**src/rtl/bmtod_pkg.sv**
```systemverilog
`default_nettype none

package bmtod_pkg;

  // Field and state widths
  localparam int MODE_W      = 2;
  localparam int OFFSET_W    = 2;
  localparam int DATA_W      = 8;
  localparam int CYCLES_W    = 13;
  localparam int PRESCALER_W = 14;
  localparam int HUNDREDTH_W = 7;

  // Default timing constants
  localparam int DEFAULT_CYCLES_PER_HUNDREDTH  = 10000;
  localparam int DEFAULT_HUNDREDTHS_PER_SECOND = 100;

  // Carry limits for the time registers
  localparam logic [DATA_W-1:0] SECONDS_LIMIT = 8'd60;
  localparam logic [DATA_W-1:0] MINUTES_LIMIT = 8'd60;
  localparam logic [DATA_W-1:0] HOURS_LIMIT   = 8'd24;

  // Transaction kinds
  typedef enum logic [MODE_W-1:0] {
    MODE_TICK  = 2'd0,
    MODE_READ  = 2'd1,
    MODE_WRITE = 2'd2
  } mode_t;

  // Register offsets
  typedef enum logic [OFFSET_W-1:0] {
    OFS_HOURS   = 2'd0,
    OFS_MINUTES = 2'd1,
    OFS_SECONDS = 2'd2
  } offset_t;

endpackage

`default_nettype wire

```
**src/rtl/bus_mapped_time_of_day_clock.sv**
```systemverilog
// The read_data result of an accepted transaction is registered and shown in the cycle after acceptance.
// Throughput: one transaction per cycle; in_ready drops only while a result
// waits in the output register and out_ready is low.
// Each transaction is decoded and the time state updated in the accept cycle.
// Reset (rst, synchronous, active high) loads the prescaler and hundredths
// counter with their full counts, clears hours/minutes/seconds and the output.
`default_nettype none

module bus_mapped_time_of_day_clock #(
  parameter int CYCLES_PER_HUNDREDTH  = bmtod_pkg::DEFAULT_CYCLES_PER_HUNDREDTH,
  parameter int HUNDREDTHS_PER_SECOND = bmtod_pkg::DEFAULT_HUNDREDTHS_PER_SECOND
) (
  input  wire logic                             clk,
  input  wire logic                             rst,
  input  wire logic                             in_valid,
  output logic                                  in_ready,
  input  wire logic [bmtod_pkg::MODE_W-1:0]     mode,
  input  wire logic [bmtod_pkg::OFFSET_W-1:0]   offset,
  input  wire logic [bmtod_pkg::DATA_W-1:0]     write_data,
  input  wire logic [bmtod_pkg::CYCLES_W-1:0]   elapsed_cycles,
  output logic                                  out_valid,
  input  wire logic                             out_ready,
  output logic [bmtod_pkg::DATA_W-1:0]          read_data
);
  import bmtod_pkg::*;

  localparam logic [PRESCALER_W-1:0] PRESC_RELOAD = PRESCALER_W'(CYCLES_PER_HUNDREDTH);
  localparam logic [HUNDREDTH_W-1:0] HUND_RELOAD  = HUNDREDTH_W'(HUNDREDTHS_PER_SECOND);

  // Time state
  logic [PRESCALER_W-1:0] cycle_prescaler, cycle_prescaler_next;
  logic [HUNDREDTH_W-1:0] hundredths_counter, hundredths_counter_next;
  logic [DATA_W-1:0]      seconds_reg, seconds_reg_next;
  logic [DATA_W-1:0]      minutes_reg, minutes_reg_next;
  logic [DATA_W-1:0]      hours_reg, hours_reg_next;
  logic [DATA_W-1:0]      read_data_next;

  logic accept;

  // Tick arithmetic
  logic signed [PRESCALER_W+1:0] presc_diff;
  logic signed [PRESCALER_W+1:0] presc_reload_sum;
  logic                          underflow;
  logic [HUNDREDTH_W-1:0]        hund_dec;

  // Carry chain for one second
  logic [DATA_W-1:0] sec_inc, min_inc, hour_inc;
  logic [DATA_W-1:0] sec_adv, min_adv, hour_adv;

  assign accept   = in_valid && in_ready;
  assign in_ready = !out_valid || out_ready;

  // Prescaler subtraction and single reload
  always_comb begin
    presc_diff = $signed({2'b00, cycle_prescaler})
               - $signed({3'b000, elapsed_cycles});
    presc_reload_sum = presc_diff + $signed({2'b00, PRESC_RELOAD});
    underflow = (presc_diff <= 0);
    hund_dec = (hundredths_counter != '0) ? hundredths_counter - 1'b1 : hundredths_counter;
  end

  // Seconds advance with carries into minutes and hours
  always_comb begin
    sec_inc  = seconds_reg + 1'b1;
    min_inc  = minutes_reg + 1'b1;
    hour_inc = hours_reg + 1'b1;
    sec_adv  = sec_inc;
    min_adv  = minutes_reg;
    hour_adv = hours_reg;
    if (sec_inc >= SECONDS_LIMIT) begin
      sec_adv = '0;
      min_adv = min_inc;
      if (min_inc >= MINUTES_LIMIT) begin
        min_adv  = '0;
        hour_adv = (hour_inc >= HOURS_LIMIT) ? '0 : hour_inc;
      end
    end
  end

  // Transaction decode
  always_comb begin
    cycle_prescaler_next    = cycle_prescaler;
    hundredths_counter_next = hundredths_counter;
    seconds_reg_next        = seconds_reg;
    minutes_reg_next        = minutes_reg;
    hours_reg_next          = hours_reg;
    read_data_next          = '0;
    case (mode)
      MODE_TICK: begin
        if (elapsed_cycles != '0) begin
          if (underflow) begin
            cycle_prescaler_next = presc_reload_sum[PRESCALER_W+1] ? '0
                                 : presc_reload_sum[PRESCALER_W-1:0];
            if (hund_dec == '0) begin
              hundredths_counter_next = HUND_RELOAD;
              seconds_reg_next        = sec_adv;
              minutes_reg_next        = min_adv;
              hours_reg_next          = hour_adv;
            end else begin
              hundredths_counter_next = hund_dec;
            end
          end else begin
            cycle_prescaler_next = presc_diff[PRESCALER_W-1:0];
          end
        end
      end
      MODE_READ: begin
        case (offset)
          OFS_HOURS:   read_data_next = hours_reg;
          OFS_MINUTES: read_data_next = minutes_reg;
          OFS_SECONDS: read_data_next = seconds_reg;
          default:     read_data_next = '0;
        endcase
      end
      MODE_WRITE: begin
        case (offset)
          OFS_HOURS:   hours_reg_next = write_data;
          OFS_MINUTES: minutes_reg_next = write_data;
          OFS_SECONDS: begin
            seconds_reg_next        = write_data;
            cycle_prescaler_next    = PRESC_RELOAD;
            hundredths_counter_next = HUND_RELOAD;
          end
          default: ;
        endcase
      end
      default: ;
    endcase
  end

  // State and output register
  always_ff @(posedge clk) begin
    if (rst) begin
      cycle_prescaler    <= PRESC_RELOAD;
      hundredths_counter <= HUND_RELOAD;
      seconds_reg        <= '0;
      minutes_reg        <= '0;
      hours_reg          <= '0;
      out_valid          <= 1'b0;
      read_data          <= '0;
    end else begin
      if (accept) begin
        cycle_prescaler    <= cycle_prescaler_next;
        hundredths_counter <= hundredths_counter_next;
        seconds_reg        <= seconds_reg_next;
        minutes_reg        <= minutes_reg_next;
        hours_reg          <= hours_reg_next;
        read_data          <= read_data_next;
        out_valid          <= 1'b1;
      end else if (out_ready) begin
        out_valid <= 1'b0;
      end
    end
  end

  // Checks
  a_result_follows: assert property (@(posedge clk) disable iff (rst)
    accept |=> out_valid)
    else $error("accepted transaction produced no result");

  a_non_read_zero: assert property (@(posedge clk) disable iff (rst)
    (accept && (mode != MODE_READ)) |=> (read_data == '0))
    else $error("non-read transaction returned nonzero data");

  a_hund_nonzero: assert property (@(posedge clk) disable iff (rst)
    (hundredths_counter != '0) && (cycle_prescaler != '0)
    && (cycle_prescaler <= PRESC_RELOAD))
    else $error("prescaler or hundredths counter out of range");

  a_sec_write_reload: assert property (@(posedge clk) disable iff (rst)
    (accept && (mode == MODE_WRITE) && (offset == OFS_SECONDS))
    |=> ((cycle_prescaler == PRESC_RELOAD) && (hundredths_counter == HUND_RELOAD)))
    else $error("seconds write did not reload prescalers");

  a_stall_blocks: assert property (@(posedge clk) disable iff (rst)
    (out_valid && !out_ready) |-> !in_ready)
    else $error("transaction accepted over a stalled result");

endmodule

`default_nettype wire

```
**config.mk**
```make
export PLATFORM = sky130hd
export DESIGN_NAME = bus_mapped_time_of_day_clock
export DESIGN_NICKNAME = d
export VERILOG_FILES = /design/src/rtl/bmtod_pkg.sv /design/src/rtl/bus_mapped_time_of_day_clock.sv
export SDC_FILE = /design/constraint.sdc
export NUM_CORES = 1
export LEC_CHECK = 0
export ABC_CLOCK_PERIOD_IN_PS = 5200
export BUFFER_PORTS_ARGS = -buffer_cell sky130_fd_sc_hd__buf_2
export CAP_MARGIN = 10
export CORE_ASPECT_RATIO = 1.2
export CORE_MARGIN = 8
export CORE_UTILIZATION = 55
export DETAILED_ROUTE_END_ITERATION = 10
export HOLD_SLACK_MARGIN = 0.15
export PLACE_DENSITY_LB_ADDON = 0.05
export SLEW_MARGIN = 15
export SYNTH_ARGS = -nofsm -noshare
export SYNTH_HDL_FRONTEND = slang
export SYNTH_SLANG_ARGS = --single-unit
export TNS_END_PERCENT = 30
```
**constraint.sdc**
```tcl
create_clock -name clk -period 5.2 [get_ports clk]
set_input_delay 0.78 -clock clk [delete_from_list [all_inputs] [get_ports clk]]
set_output_delay 0.78 -clock clk [all_outputs]
set_load 0.005 [all_outputs]
```
==> flow_summary.yaml <==
pwr:
  power_leakage_nw: 1.893
  ir_drop_mv: 0.1600
  powerDensity_mw_per_mm2: 209.7
  power.total_mw: 0.9656
setup_path:
  rrSetupSlack_ns: 1.21
  end_kind: "flop"
  r2r_cells: 13
  crit_end: "minutes_reg[1]$_SDFFE_PP0P_"
  critPathKind: "input port to flop"
  critical_path_arrival_ns: 4.36
  cp-start-kind: "input port"
  crit_start: "elapsed_cycles[0]"
  path_max_fanout: 12
  rr_startpoint: "cycle_prescaler[0]$_SDFFE_PP0P_"
  worst_r2r_endpoint: "minutes_reg[1]$_SDFFE_PP0P_"
  worst-endpoint-required_ns: 5.37
finish:
  utilization: 0.6079
  layout-drive-gt1-share: 0.1151
  n_fill_cell: 729
  top_register: "cycle_prescaler"
  fin_cells: 683
  insertedDiodeCount: 0
  ff_latch_area_mm2: 0.001081
  final_common_cell: "nor2_1"
  fin_nets: 644
  multi_input_area_mm2: 0.002964
  layout_common_cells: "61 x nor2_1, 59 x nand2_1, 54 x dfxtp_1"
  largest_reg_flops: 14
  area_delta_synth_final_pct: 8.552
placement:
  dp_cells: 676
  dp_hpwl_um: 8909
  pre_cts_ws_ns: 0.7459
  gp_congestion: 0.8599
  port_buffers: 38
route:
  routed_via_density: 6.113
  routed_wl_um: 11410
  dr.pass1.iters: 5
  ant_nets: 0
  vias: 4175
  wl_per_cell_um: 16.70
  drc: 0
  drt_iter0_markers: 227
global_routing:
  grtUsageTotal: 0.2166
  grt_overflow: 0
  grt_pass1_vias: 4010
  antenna_found_initial: 0
  grt_max_degree: 54
  grt_pass1_wl_um: 18880
die:
  die_h_um: 112.2
  dieArea_mm2: 0.01079
  core-area_mm2: 0.007576
  rows: 35
  initial_core_util: 0.5600
  io_pins: 39
  die_w_um: 96.18
synthesis:
  synth-xor-area-share: 0.02890
  ys_warn_count: 0
  synth_top_area_frac: 0.2548
  ys_types: 71
  yosys.area_share.simple: 0.2607
  synth_top_area_cell: "dfxtp_1"
  synth_edf_count: 0
  synthAdderAreaFrac: 0.07254
  netlist_instances: 560
  synthMuxAreaShare: 0.04984
  ys.flop_type: "dfxtp_1"
  synth-seq-cells: 54
  syn-cell-area_mm2: 0.004243
  synth_nets: 613
  synth_area_leaders: "dfxtp_1 25%, ha_1 6.8%, nor2_1 5.4%, nand2_1 5.2%, o21ai_0 5.2%"
  synth_top_family_by_area: "compound AO/OA/AOI/OAI gates"
  synth_compound_area_frac: 0.2863
  synth-seq-area-share: 0.2548
  avgSynthCellArea_um2: 7.576
  synth-async-reset-ratio: 0
timing:
  tns_ns: 0
  fin_skew_ns: 0.008522
  rsz0062_at_grt: "no"
  setup_viol: 0
  final_hold_viol_count: 0
  clock.fmax_mhz: 238.4
  fin_crit_sh: 0.8067
  maxSlewHeadroom: 0.3267
  slew_violations: 0
  period_needed_ns: 4.195
  tightest_slew_ns: 1.010
  setup_slack_ns: 1.005
clock_network:
  clk_path_buf_depth: 2
  clk_pin_slew_ns: 0.10
  clock_latency_ns: 0.31
  cts_tree: "yes"
  clock-root-buffer: "clkbuf_8"
  cts_num_sinks: 54
  ctsHoldBuffers: 0
  cts_buffers: 5
  cts_resized: 0
  cts_setup_buffers: 0
  htreeDepth: 2
hold_path:
  hold_class: "flop to flop"
flow_run:
  maxCapViolCount: 0
outcome:
  status: "complete, no violations"
[critical path, stage by stage]
cell	delay, ns
buf_2	0.09
ha_1	0.16
inv_1	0.05
fa_1	0.40
a21o_1	0.20
a221oi_2	0.39
o21ai_0	0.32
a2111o_1	0.47
nand3_1	0.23
nor4_4	0.12
a21oi_1	0.79
mux2i_1	0.28
nor2_1	0.06
[stage by stage]
stage          hold slack, ns  instance area, µm²
4_1_cts                0.4729                4606
3_5_place_dp           0.4512                4493
5_1_grt                0.5116                4606
2_1_floorplan          0.4291                4243
6_report               0.4715                4606
3_3_place_gp           0.4464                4493
[logic make-up after synthesis]
family | after synthesis
muxes | 21
and+or+nand+nor | 225
AOI/OAI and AO/OA | 175
xor gates and xnor gates | 14
buffers and inverters | 47
DFF | 54
adders and majority gates | 24
[power breakdown]
part / internal [mW] / total (mW) / switching, mW / leakage, nW
sequential: 0.422 / 0.431 / 0.00918 / 0.437
combinational: 0.0914 / 0.243 / 0.151 / 1.40
clock: 0.154 / 0.291 / 0.137 / 0.0573
total: 0.668 / 0.966 / 0.298 / 1.89
[synthesized netlist by cell type (10+ instances only)]
cell type	n
nor2_1	61
nand2_1	59
dfxtp_1	54
o21ai_0	44
a21oi_1	33
inv_1	28
nand3_1	24
ha_1	23
mux2i_1	20
nor3_1	13
nand2b_1	11
a21o_1	10
and2_1	10
clkbuf_1	10
o31ai_1	10
[layer usage]
layer | vias up | routed length, µm | global-route usage
met4 | 0 | 441 | 0.1038
li1 | 2096 | - | -
met3 | 22 | 302 | 0.03138
met2 | 75 | 5844 | 0.3860
met1 | 1982 | 4816 | 0.2391
met5 | - | 0 | 0
[worst min-delay path by stage]
stage                     cells after the start                              from  slack, ns                               end
after detailed placement                      2   cycle_prescaler[7]$_SDFFE_PP0P_       0.45   cycle_prescaler[7]$_SDFFE_PP0P_
after CTS                                     2   cycle_prescaler[7]$_SDFFE_PP0P_       0.47   cycle_prescaler[7]$_SDFFE_PP0P_
after global placement                        2   cycle_prescaler[7]$_SDFFE_PP0P_       0.45   cycle_prescaler[7]$_SDFFE_PP0P_
after floorplan                               2  cycle_prescaler[11]$_SDFFE_PP0P_       0.43  cycle_prescaler[11]$_SDFFE_PP0P_
after global routing                          2   cycle_prescaler[6]$_SDFFE_PP0P_       0.51   cycle_prescaler[6]$_SDFFE_PP0P_
final                                         2   cycle_prescaler[7]$_SDFFE_PP0P_       0.47   cycle_prescaler[7]$_SDFFE_PP0P_
[final cells by class]
| class | count | share of cell area |
|---|---|---|
| clock inverter | 1 | 0.006520 |
| inverter | 28 | 0.02282 |
| multi-input combinational | 459 | 0.6436 |
| timing repair buffer | 43 | 0.04944 |
| tap | 92 | 0.02499 |
| sequential | 54 | 0.2347 |
| clock buffer | 6 | 0.01793 |
(Power assumes the default switching activity.)
